**src/hdl/rhsl_pkg.sv**
```systemverilog
// Types and constants shared by the RGB to HSL converter
package rhsl_pkg;

	// Field widths
	localparam int unsigned CH_W   = 8;
	localparam int unsigned HUE_W  = 15;
	localparam int unsigned FRAC_W = 16;

	// Hue in 1/64 degree
	localparam logic [HUE_W-1:0] HUE_FULL       = 15'd23040;
	localparam logic [HUE_W-1:0] HUE_THIRD      = 15'd7680;
	localparam logic [HUE_W-1:0] HUE_TWO_THIRDS = 15'd15360;

	// Hue sector, picked by the channel that holds the maximum
	localparam logic [1:0] SEC_RED   = 2'd0;
	localparam logic [1:0] SEC_GREEN = 2'd1;
	localparam logic [1:0] SEC_BLUE  = 2'd2;

	// Long division: one quotient bit per stage, 8-bit divisors
	localparam int unsigned DIV_QW     = 16;
	localparam int unsigned DIV_NW     = DIV_QW + CH_W;
	localparam int unsigned DIV_LANES  = 2;
	localparam int unsigned LANE_HUE   = 0;
	localparam int unsigned LANE_SAT   = 1;

	// Lightness 16384*(M+m)/255 as (M+m)*ceil(2^31/255) >> 17, exact for M+m <= 510
	localparam int unsigned          RECIP_W     = 24;
	localparam logic [RECIP_W-1:0]   LIGHT_RECIP = 24'd8421505;
	localparam int unsigned          LIGHT_SHIFT = 17;

	// Hue numerator is 15*|diff| (12 bits), scaled by 256 before division
	localparam int unsigned HNUM_W = 12;

	// Register stages ahead of the output register
	localparam int unsigned PIPE_STAGES = 2 + DIV_QW;

	typedef struct packed {
		logic [CH_W-1:0] red;
		logic [CH_W-1:0] green;
		logic [CH_W-1:0] blue;
	} rgb_t;

	typedef struct packed {
		logic [HUE_W-1:0]  hue;
		logic [FRAC_W-1:0] saturation;
		logic [FRAC_W-1:0] lightness;
	} hsl_t;

	// Per-pixel flags and the finished lightness that ride alongside the divider
	typedef struct packed {
		logic [1:0]        sec;
		logic              neg;
		logic              grey;
		logic [FRAC_W-1:0] light;
	} side_t;

	// Front-end result handed to the divider
	typedef struct packed {
		logic [HNUM_W-1:0] hnum;
		logic [CH_W-1:0]   chroma;
		logic [CH_W-1:0]   den;
		side_t             side;
	} front_t;

endpackage

```
**src/hdl/rhsl_front.sv**
```systemverilog
// Front end: max/min, sector, chroma, lightness and the division operands
module rhsl_front import rhsl_pkg::*; (
	input  logic   clk,
	input  logic   adv,
	input  rgb_t   pix,
	output front_t fr
);

	logic [CH_W-1:0] hi;
	logic [CH_W-1:0] lo;
	logic [1:0]      sec;
	logic [CH_W:0]   diff;

	logic [1:0]      sec_s1;
	logic [CH_W:0]   diff_s1;
	logic [CH_W-1:0] chroma_s1;
	logic [CH_W:0]   sum_s1;

	logic [CH_W:0]   mag;
	logic [CH_W:0]   den_w;
	logic [CH_W+RECIP_W:0] light_prod;
	front_t          fr_nxt;
	front_t          fr_s2;

	// Largest and smallest channel, sector and signed difference
	always_comb begin
		hi = pix.red;
		lo = pix.red;
		if (pix.green > hi) hi = pix.green;
		if (pix.blue > hi) hi = pix.blue;
		if (pix.green < lo) lo = pix.green;
		if (pix.blue < lo) lo = pix.blue;
		if (hi == pix.red) begin
			sec  = SEC_RED;
			diff = {1'b0, pix.green} - {1'b0, pix.blue};
		end else if (hi == pix.green) begin
			sec  = SEC_GREEN;
			diff = {1'b0, pix.blue} - {1'b0, pix.red};
		end else begin
			sec  = SEC_BLUE;
			diff = {1'b0, pix.red} - {1'b0, pix.green};
		end
	end

	always_ff @(posedge clk) begin
		if (adv) begin
			sec_s1    <= sec;
			diff_s1   <= diff;
			chroma_s1 <= hi - lo;
			sum_s1    <= {1'b0, hi} + {1'b0, lo};
		end
	end

	// Magnitude of the difference, saturation divisor, hue numerator 15*|diff|,
	// lightness by reciprocal multiply
	always_comb begin
		mag   = diff_s1[CH_W] ? ((CH_W+1)'(0) - diff_s1) : diff_s1;
		den_w = (sum_s1 > 9'd255) ? (9'd510 - sum_s1) : sum_s1;
		light_prod = {(RECIP_W)'(0), sum_s1} * {(CH_W+1)'(0), LIGHT_RECIP};
		fr_nxt.hnum       = {mag[CH_W-1:0], 4'd0} - {4'd0, mag[CH_W-1:0]};
		fr_nxt.chroma     = chroma_s1;
		fr_nxt.den        = den_w[CH_W-1:0];
		fr_nxt.side.sec   = sec_s1;
		fr_nxt.side.neg   = diff_s1[CH_W];
		fr_nxt.side.grey  = (chroma_s1 == '0);
		fr_nxt.side.light = light_prod[LIGHT_SHIFT +: FRAC_W];
	end

	always_ff @(posedge clk) begin
		if (adv) begin
			fr_s2 <= fr_nxt;
		end
	end

	assign fr = fr_s2;

endmodule

```
**src/hdl/rhsl_div.sv**
```systemverilog
// Pipelined restoring divider: several lanes, one quotient bit per stage
module rhsl_div import rhsl_pkg::*; #(
	parameter int unsigned LANES = DIV_LANES,
	parameter int unsigned QW    = DIV_QW,
	parameter int unsigned DW    = CH_W,
	parameter int unsigned SW    = $bits(side_t)
) (
	input  logic                clk,
	input  logic                adv,
	input  logic [QW+DW-1:0]    num      [LANES],
	input  logic [DW-1:0]       den      [LANES],
	input  logic [SW-1:0]       side_in,
	output logic [QW-1:0]       quo      [LANES],
	output logic [DW-1:0]       rem      [LANES],
	output logic [SW-1:0]       side_out
);

	localparam int unsigned NW = QW + DW;

	// Stage registers, index is the stage
	logic [DW-1:0] rem_s  [QW][LANES];
	logic [QW-1:0] low_s  [QW][LANES];
	logic [QW-1:0] quo_s  [QW][LANES];
	logic [DW-1:0] den_s  [QW][LANES];
	logic [SW-1:0] side_s [QW];

	genvar k, l;
	generate
		for (k = 0; k < QW; k++) begin : g_stage
			// Flags travel with the operands
			if (k == 0) begin : g_side_first
				always_ff @(posedge clk) begin
					if (adv) side_s[k] <= side_in;
				end
			end else begin : g_side_next
				always_ff @(posedge clk) begin
					if (adv) side_s[k] <= side_s[k-1];
				end
			end

			for (l = 0; l < LANES; l++) begin : g_lane
				logic [DW-1:0] src_rem;
				logic [QW-1:0] src_low;
				logic [QW-1:0] src_quo;
				logic [DW-1:0] src_den;
				logic [DW:0]   part;
				logic          ge;

				if (k == 0) begin : g_first
					assign src_rem = num[l][NW-1:QW];
					assign src_low = num[l][QW-1:0];
					assign src_quo = '0;
					assign src_den = den[l];
				end else begin : g_next
					assign src_rem = rem_s[k-1][l];
					assign src_low = low_s[k-1][l];
					assign src_quo = quo_s[k-1][l];
					assign src_den = den_s[k-1][l];
				end

				// Bring down the next numerator bit, subtract if it fits
				assign part = {src_rem, src_low[QW-1]};
				assign ge   = (part >= {1'b0, src_den});

				always_ff @(posedge clk) begin
					if (adv) begin
						rem_s[k][l] <= ge ? DW'(part - {1'b0, src_den}) : part[DW-1:0];
						low_s[k][l] <= src_low << 1;
						quo_s[k][l] <= (src_quo << 1) | QW'(ge);
						den_s[k][l] <= src_den;
					end
				end
			end
		end

		for (l = 0; l < LANES; l++) begin : g_out
			assign quo[l] = quo_s[QW-1][l];
			assign rem[l] = rem_s[QW-1][l];
		end
	endgenerate

	assign side_out = side_s[QW-1];

endmodule

```
**src/hdl/rhsl_flow.sv**
```systemverilog
// Valid chain of the pipeline, output register and skid buffer
module rhsl_flow import rhsl_pkg::*; #(
	parameter int unsigned NST = PIPE_STAGES
) (
	input  logic clk,
	input  logic arst_n,
	input  logic pix_valid,
	output logic adv,
	input  hsl_t res,
	output logic hsl_valid,
	input  logic hsl_ready,
	output hsl_t hsl
);

	logic [NST-1:0] vld_q;
	logic           out_v_q;
	logic           skid_v_q;
	hsl_t           out_q;
	hsl_t           skid_q;
	logic           take;
	logic           pipe_v;

	// Pipeline moves as a whole while the skid stage is empty
	assign adv    = ~skid_v_q;
	assign pipe_v = vld_q[NST-1] & adv;
	assign take   = hsl_ready | ~out_v_q;

	always_ff @(posedge clk or negedge arst_n) begin
		if (!arst_n) begin
			vld_q <= '0;
		end else if (adv) begin
			vld_q <= {vld_q[NST-2:0], pix_valid};
		end
	end

	// Output and skid occupancy
	always_ff @(posedge clk or negedge arst_n) begin
		if (!arst_n) begin
			out_v_q  <= 1'b0;
			skid_v_q <= 1'b0;
		end else if (take) begin
			out_v_q  <= skid_v_q | pipe_v;
			skid_v_q <= 1'b0;
		end else if (pipe_v) begin
			skid_v_q <= 1'b1;
		end
	end

	// Beat payloads
	always_ff @(posedge clk) begin
		if (take) begin
			out_q <= skid_v_q ? skid_q : res;
		end else if (pipe_v) begin
			skid_q <= res;
		end
	end

	assign hsl_valid = out_v_q;
	assign hsl       = out_q;

endmodule

```
**src/hdl/rgb_to_hsl_converter.sv**
```systemverilog
// Top level of the RGB to HSL converter
//
// Takes one 8-bit RGB pixel per beat on the pix channel and returns hue
// (1/64 degree), saturation and lightness (1.15 format) on the hsl channel.
// Both channels use valid/ready; a beat moves when both are high.
// Throughput: one pixel per cycle while the skid stage is empty. The 16 stages
// of the bit-per-stage long divider (two lanes: hue and saturation) set the
// depth; two front stages find max, min, chroma, the operands and the
// lightness, which is a reciprocal multiply and rides with the divider's flags.
// Grey pixels give hue and saturation of zero.
// Reset clears the valid chain, the output and the skid stage; no pixel
// is in flight afterwards and pix_ready comes up high.
// When the receiver stalls, the pipeline keeps moving until one more
// result sits in the skid stage, then pix_ready drops and everything
// holds; nothing is lost or repeated.
module rgb_to_hsl_converter import rhsl_pkg::*; (
	input  logic clk,
	input  logic arst_n,
	input  logic pix_valid,
	output logic pix_ready,
	input  rgb_t pix,
	output logic hsl_valid,
	input  logic hsl_ready,
	output hsl_t hsl
);

	logic                adv;
	front_t              fr;
	logic [DIV_NW-1:0]   num  [DIV_LANES];
	logic [CH_W-1:0]     den  [DIV_LANES];
	logic [DIV_QW-1:0]   quo  [DIV_LANES];
	logic [CH_W-1:0]     rem  [DIV_LANES];
	logic [$bits(side_t)-1:0] side_bits;
	side_t               side;
	hsl_t                res;

	logic [HNUM_W-1:0]   qh;
	logic [HNUM_W:0]     ceilq;
	logic [HUE_W-1:0]    base;

	rhsl_front u_front (
		.clk (clk),
		.adv (adv),
		.pix (pix),
		.fr  (fr)
	);

	// Dividends are scaled so that each quotient is the wanted fixed point
	assign num[LANE_HUE]   = DIV_NW'({fr.hnum, 8'd0});
	assign num[LANE_SAT]   = DIV_NW'({fr.chroma, 15'd0});
	assign den[LANE_HUE]   = fr.chroma;
	assign den[LANE_SAT]   = fr.den;

	rhsl_div #(
		.LANES (DIV_LANES),
		.QW    (DIV_QW),
		.DW    (CH_W),
		.SW    ($bits(side_t))
	) u_div (
		.clk      (clk),
		.adv      (adv),
		.num      (num),
		.den      (den),
		.side_in  (fr.side),
		.quo      (quo),
		.rem      (rem),
		.side_out (side_bits)
	);

	assign side = side_t'(side_bits);

	// Hue: floor for a positive offset, negated ceiling for a negative one
	always_comb begin
		qh    = quo[LANE_HUE][HNUM_W-1:0];
		ceilq = {1'b0, qh} + (HNUM_W+1)'(rem[LANE_HUE] != '0);
		case (side.sec)
			SEC_RED:   base = side.neg ? HUE_FULL : '0;
			SEC_GREEN: base = HUE_THIRD;
			SEC_BLUE:  base = HUE_TWO_THIRDS;
			default:   base = HUE_TWO_THIRDS;
		endcase
		if (side.grey) begin
			res.hue = '0;
		end else if (side.neg) begin
			res.hue = base - HUE_W'(ceilq);
		end else begin
			res.hue = base + HUE_W'(qh);
		end
		res.saturation = side.grey ? '0 : quo[LANE_SAT];
		res.lightness  = side.light;
	end

	rhsl_flow #(
		.NST (PIPE_STAGES)
	) u_flow (
		.clk       (clk),
		.arst_n    (arst_n),
		.pix_valid (pix_valid),
		.adv       (adv),
		.res       (res),
		.hsl_valid (hsl_valid),
		.hsl_ready (hsl_ready),
		.hsl       (hsl)
	);

	assign pix_ready = adv;

endmodule

```
**config.mk**
```make
export PLATFORM = sky130hd
export DESIGN_NAME = rgb_to_hsl_converter
export DESIGN_NICKNAME = d
export VERILOG_FILES = /design/src/hdl/rhsl_pkg.sv /design/src/hdl/rhsl_front.sv /design/src/hdl/rhsl_div.sv /design/src/hdl/rhsl_flow.sv /design/src/hdl/rgb_to_hsl_converter.sv
export SDC_FILE = /design/constraint.sdc
export NUM_CORES = 2
export LEC_CHECK = 0
export BUFFER_PORTS_ARGS = -buffer_cell sky130_fd_sc_hd__buf_4
export CORE_ASPECT_RATIO = 0.5
export CORE_MARGIN = 4
export CORE_UTILIZATION = 50
export CTS_CLUSTER_SIZE = 20
export DETAILED_ROUTE_END_ITERATION = 16
export PLACE_DENSITY = 0.66
export SLEW_MARGIN = 15
export SYNTH_ARGS = -nofsm -noshare
export SYNTH_HDL_FRONTEND = slang
export SYNTH_SLANG_ARGS = --single-unit
```
**constraint.sdc**
```tcl
create_clock -name clk -period 77.4 [get_ports clk]
set_input_delay 15.48 -clock clk [delete_from_list [all_inputs] [get_ports clk]]
set_output_delay 15.48 -clock clk [all_outputs]
set_load 0.02 [all_outputs]
```
# Word-level counts from Yosys, hierarchy flattened
# Memory sizes are Yosys's and may differ from the RTL's.
# Cells that the tools add are included.
# word_totals
reg_bits,190
latchBits,0
ramBits,1824
mem_bits_ro,0
in_bits,28
elab_cells,200
mem_count,5
# classes
n_addsub,43
mul,1
div_mod_pow,0
n_lt_le_gt_ge,37
eq_ne,3
n_shift,0
mux,50
n_bitwise,36
n_reduce_logical,5
# memory_table
name,words,word_bits,rd,rd_clocked_by_memory_dff,wr,line_no,text
u_div.quo_s,16,32,16,0,16,rhsl_div.sv:23,logic [QW-1:0] quo_s [QW][LANES];
u_div.low_s,16,30,15,0,16,rhsl_div.sv:22,logic [QW-1:0] low_s [QW][LANES];
u_div.side_s,16,20,16,0,16,rhsl_div.sv:25,logic [SW-1:0] side_s [QW];
u_div.den_s,16,16,15,0,16,rhsl_div.sv:24,logic [DW-1:0] den_s [QW][LANES];
u_div.rem_s,16,16,16,0,16,rhsl_div.sv:21,logic [DW-1:0] rem_s [QW][LANES];
# ops
operator,count
$or A16 B1 Y16,30
$mux W8,38
$ge A9 B8 Y1,30
$sub A8 B8 Y8,32
$mux W47,1
$mux W15,3
$mul A9 B24 Y33 const B,1
$pmux W15 S2,1
$sub A8 B8 Y9,3
$mux W9,2
$eq A8 B8 Y1,2
$gt A8 B8 Y1,2
$lt A8 B8 Y1,2
$mux W16,1
$add A15 B12 Y15,1
$sub A15 B13 Y15,1
$add A12 B1 Y13,1
$sub A12 B8 Y12,1
$add A8 B8 Y9,1
$gt A9 B8 Y1 const B,1
$ge A5 B8 Y1,1
$ge A8 B8 Y1,1
$logic_not A8 Y1,1
$reduce_bool A8 Y1,1
12 further kinds,17

# Depth between registers and ports, before layout
# depth
ltp_word,7
mapped_depth,28
depth_no_buf,26

# By module
# Synthesis repeated with hierarchy kept, for this count alone.
# hier_totals
hier_cells,4483
hier_area_um2,66268.6
# by_module_without_submodules
mod,n_inst,cells_per_inst,area_per_inst_um2,seq_area_each_um2
rhsl_div,1,3473,54702.5,39878.2
rhsl_front,1,649,6189.7,2102.0
rhsl_flow,1,193,4212.8,3323.2
rgb_to_hsl_converter,1,168,1163.6,0.0

# Worst setup path before layout
# OpenSTA, ideal clock, no wires.
# synth_timing
kind,flip-flop to output port
start,register u_flow.skid_v_q
end,output port pix_ready
arrival_ns,29.502
required_ns,61.920
setup_slack_ns,32.418
path_stages_with_launch,4
path_cell_list,dfrtp_1 -> clkbuf_1 -> inv_1 -> clkbuf_1
# synth_between
elab_chain_len,1
# synth_rtl
item,line_no,text
start: declaration,rhsl_flow.sv:17,logic skid_v_q;
start signal: assignment,rhsl_flow.sv:40,skid_v_q <= 1'b0;
start signal: assignment,rhsl_flow.sv:43,skid_v_q <= 1'b0;
start signal: assignment,rhsl_flow.sv:45,skid_v_q <= 1'b1;
$not A1 Y1,rhsl_flow.sv:24,assign adv = ~skid_v_q;
end: declaration,rgb_to_hsl_converter.sv:20,"output logic pix_ready,"
# Every way passes these cells.

# Worst setup path in the final report
# layout_timing
start,input port pix[12] in the netlist's numbering
end,"register u_front.sum_s1[8], data pin"
# layout_between
elab_chain_len,5
# layout_rtl
item,line_no,text
start: declaration,rgb_to_hsl_converter.sv:21,"input rgb_t pix,"
$gt A8 B8 Y1 / $lt A8 B8 Y1 (equally long branches),"rhsl_front.sv:29, rhsl_front.sv:31",
$mux W8 (on tied branches),"rhsl_front.sv:29, rhsl_front.sv:31",
$gt A8 B8 Y1 / $lt A8 B8 Y1 (equally long branches),"rhsl_front.sv:30, rhsl_front.sv:32",
$mux W8 (on tied branches),"rhsl_front.sv:30, rhsl_front.sv:32",
$add A8 B8 Y9 *,rhsl_front.sv:50,"sum_s1 <= {1'b0, hi} + {1'b0, lo};"
end signal: assignment,rhsl_front.sv:50,
end: declaration,rhsl_front.sv:17,logic [CH_W:0] sum_s1;
# Mark *: on every way between the ends. The rest lies on a longest branch, timed or not.
# A chain may end at the register's enable or synchronous reset.

==> flow_metrics.env <==
export IMPL_routabilityCongestion=0.855
export IMPL_skew_ns=0.0141
export IMPL_drtPass1Iterations=5
export IMPL_worstPathRequired_ns=77.83
export IMPL_rsz0062_at_grt="false"
export IMPL_netlist_area_um2=52900
export IMPL_drc=0
export IMPL_cts_buffers=101
export IMPL_clock_sinks=1166
export IMPL_grt_pass1_vias=28900
export IMPL_postRouteWirelength_um=82300
export IMPL_nFillCells=8317
export IMPL_postCtsSetupBuffers=0
export IMPL_synth_edff_count=1146
export IMPL_final_core_util=0.556
export IMPL_hpwl_um=58000
export IMPL_chipWidth_um=468
export IMPL_synth_top_area_frac=0.651
export IMPL_final_cell_area_um2=58400
export IMPL_port_buffers=76
export IMPL_slew_headroom=0.286
export IMPL_overflow=0
export IMPL_wl_met2_um=41000
export IMPL_yosysMostFrequentCell="edfxtp_1"
export IMPL_wl_met1_um=36100
export IMPL_ys_seq_elements=1166
export IMPL_synthToLayoutAreaGrowth_pct=10.5
export IMPL_rows=84
export IMPL_dominantRegCellSynth="edfxtp_1"
export IMPL_path_clk_slew_ns=0.06
export IMPL_yosys_warnings=0
export IMPL_synth_area_top_cells="edfxtp_1 65%, ha_1 8.0%, inv_1 3.7%, o21ai_0 2.7%, nand2_1 1.9%"
export IMPL_dp_slack_ns=55.16
export IMPL_start_util=0.503
export IMPL_criticalPathCategory="input port to register"
export IMPL_reg2regPathDepth=6
export IMPL_ant_nets=0
export IMPL_finalCritPeriodShare=0.279
export IMPL_first_iter_violations=1387
export IMPL_ioPinCount=77
export IMPL_clk_latency_ns=0.68
export IMPL_final_hold_violation_count=0
export IMPL_synth_nets=4340
export IMPL_fin_crit_ns=21.57
export IMPL_clockRootBuffer="clkbuf_16"
export IMPL_cp_max_fo=15
export IMPL_maxCapViolations=0
export IMPL_die_area_um2=111000
export IMPL_yosysSeqAreaShare=0.660
export IMPL_antenna_found_initial=1
export IMPL_vias=28600
export IMPL_grt_max_degree=106
export IMPL_wl_met3_um=2560
export IMPL_setup_slack_ns=55.83
export IMPL_grt_pass1_wl_um=137000
export IMPL_place_area_um2=55100
export IMPL_cts_hold_buf=0
export IMPL_drive_gt1_frac=0.0754
export IMPL_synth_cells=3937
export IMPL_finalSetupViolations=0
export IMPL_cts_htree_levels=3
export IMPL_tns_ns=0
export IMPL_syn_area_per_cell_um2=13.4
export IMPL_num_antenna_cells=0
export IMPL_final_max_slew_viol_count=0
export IMPL_maxUsedRoutingLayer="met5"
export IMPL_cp_start_kind="input port"
export IMPL_clockBufferDepth=3
export IMPL_post_cts_resized=0
export IMPL_end_kind="register"
export IMPL_worst_pin_slew_ns=1.07
export IMPL_final_nets=4477
export IMPL_grt_usage=0.149
export IMPL_yosysTopAreaCell="edfxtp_1"
export IMPL_min_path_type="register to register"
export IMPL_fmax_mhz=46.4
export IMPL_status="finished, final reports clean"
export IMPL_core_area_um2=105000
export IMPL_synthTopCellsByCount="1146 x edfxtp_1, 521 x inv_1, 340 x ha_1"
export IMPL_synth_distinct_cells=70
export IMPL_cts_tree="yes"
export IMPL_post_drt_wl_per_cell_um=14.8
export IMPL_hold_depth=0
export IMPL_worst_endpoint_arrival_ns=22.01
export IMPL_die_h_um=238
export IMPL_ys_async_sr_fraction=0.0172
export IMPL_drt_vias_per_instance=5.14
==> stage by stage <==
step / std cells / hold WS (ns)
final: 5570 / 0.412
after global routing: 5570 / 0.408
after CTS: 5570 / 0.406
after detailed placement: 5390 / 0.405
after global placement: 5390 / 0.400
after floorplan: 3937 / 0.400
==> critical path, stage by stage <==
cell and delay (ns):
buf_4 0.13, inv_1 0.19, ha_1 0.32, a21oi_1 0.28, o211a_1 0.40, nand2_1 0.44
nor2_1 0.20, a21oi_1 0.09, ha_1 0.37, and3_1 0.31, nand3_1 0.25, a2111oi_0 0.34
nor2_1 0.18, nor3_4 0.43, nor2_1 0.13, nor2_1 0.57, a21oi_1 0.21, ha_1 0.28
ha_1 0.22, o21a_1 0.18, o21ai_0 0.23, a21oi_1 0.15, o21a_1 0.20, nor2_1 0.15
o21bai_1 0.08, a21o_1 0.19
==> sequential cells by signal, indices dropped and copies added, names as in the netlist, 2 cells and up, named ones only <==
name / cells
u_flow.skid_q: 44
u_front.sum_s1: 9
u_front.chroma_s1: 7
u_front.fr: 44
u_div.quo_s: 214
u_flow.vld_q: 18
u_front.diff_s1: 9
u_div.den_s: 225
u_div.low_s: 28
u_div.side_s: 272
u_div.rem_s: 247
u_front.sec_s1: 2
u_flow.hsl: 44
==> final timing paths <==
kind                                    from                  to  slack [ns]
hold / removal             u_div.quo_s[5][8]  u_div.quo_s[5][41]        0.41
min in group asynchronous             arst_n     u_flow.vld_q[1]       14.67
setup reg to reg             u_flow.skid_v_q  u_div.rem_s[0][28]       71.78
setup / recovery                     pix[12]   u_front.sum_s1[8]       55.83
max in group asynchronous             arst_n     u_flow.skid_v_q       62.51
hold reg to reg            u_div.quo_s[5][8]  u_div.quo_s[5][41]        0.41
==> kinds of logic after synthesis <==
| family | Yosys count | synth area share |
|---|---|---|
| xor+xnor | 176 | 0.0292 |
| fa+ha+maj | 375 | 0.0937 |
| mux | 87 | 0.0179 |
| compound gates | 760 | 0.0893 |
| flops | 1166 | 0.660 |
| simple gates | 790 | 0.0678 |
| other cells | 1 | 0.0000709 |
| buf+inv | 582 | 0.0417 |
==> layer usage <==
| layer | up-vias | GRT usage |
|---|---|---|
| met5 | - | 0 |
| met4 | 2 | 0.0502 |
| met3 | 179 | 0.0298 |
| met2 | 330 | 0.266 |
| met1 | 13700 | 0.182 |
| li1 | 14500 | - |
==> layout make-up <==
type                            count  area, um2  share of cell area
Clock buffer                      121       2600              0.0445
Clock inverter                     59        702              0.0120
Inverter                          522       1970              0.0337
Multi-Input combinational cell   2189      15800               0.270
Sequential cell                  1166      34900               0.598
Tap cell                         1419       1780              0.0304
Timing Repair Buffer               94        706              0.0121
==> layout by cell type (no fill, tap or decap), types with 49 or more instances in the layout <==
cell,netlist,layout
edfxtp_1,1146,1146
inv_1,521,520
ha_1,340,340
o21ai_0,282,282
nand2_1,272,272
nor2_1,253,253
a21oi_1,153,153
clkbuf_16,0,101
buf_4,3,94
xnor2_1,90,90
xor2_1,86,86
o31ai_1,74,74
nor2b_1,70,70
a21boi_0,64,64
mux2_2,58,58
nand3_1,49,49
Power is left out: the tool's default activity adds up to more than one toggle a clock period on the data nets, which glitch-free logic cannot reach.
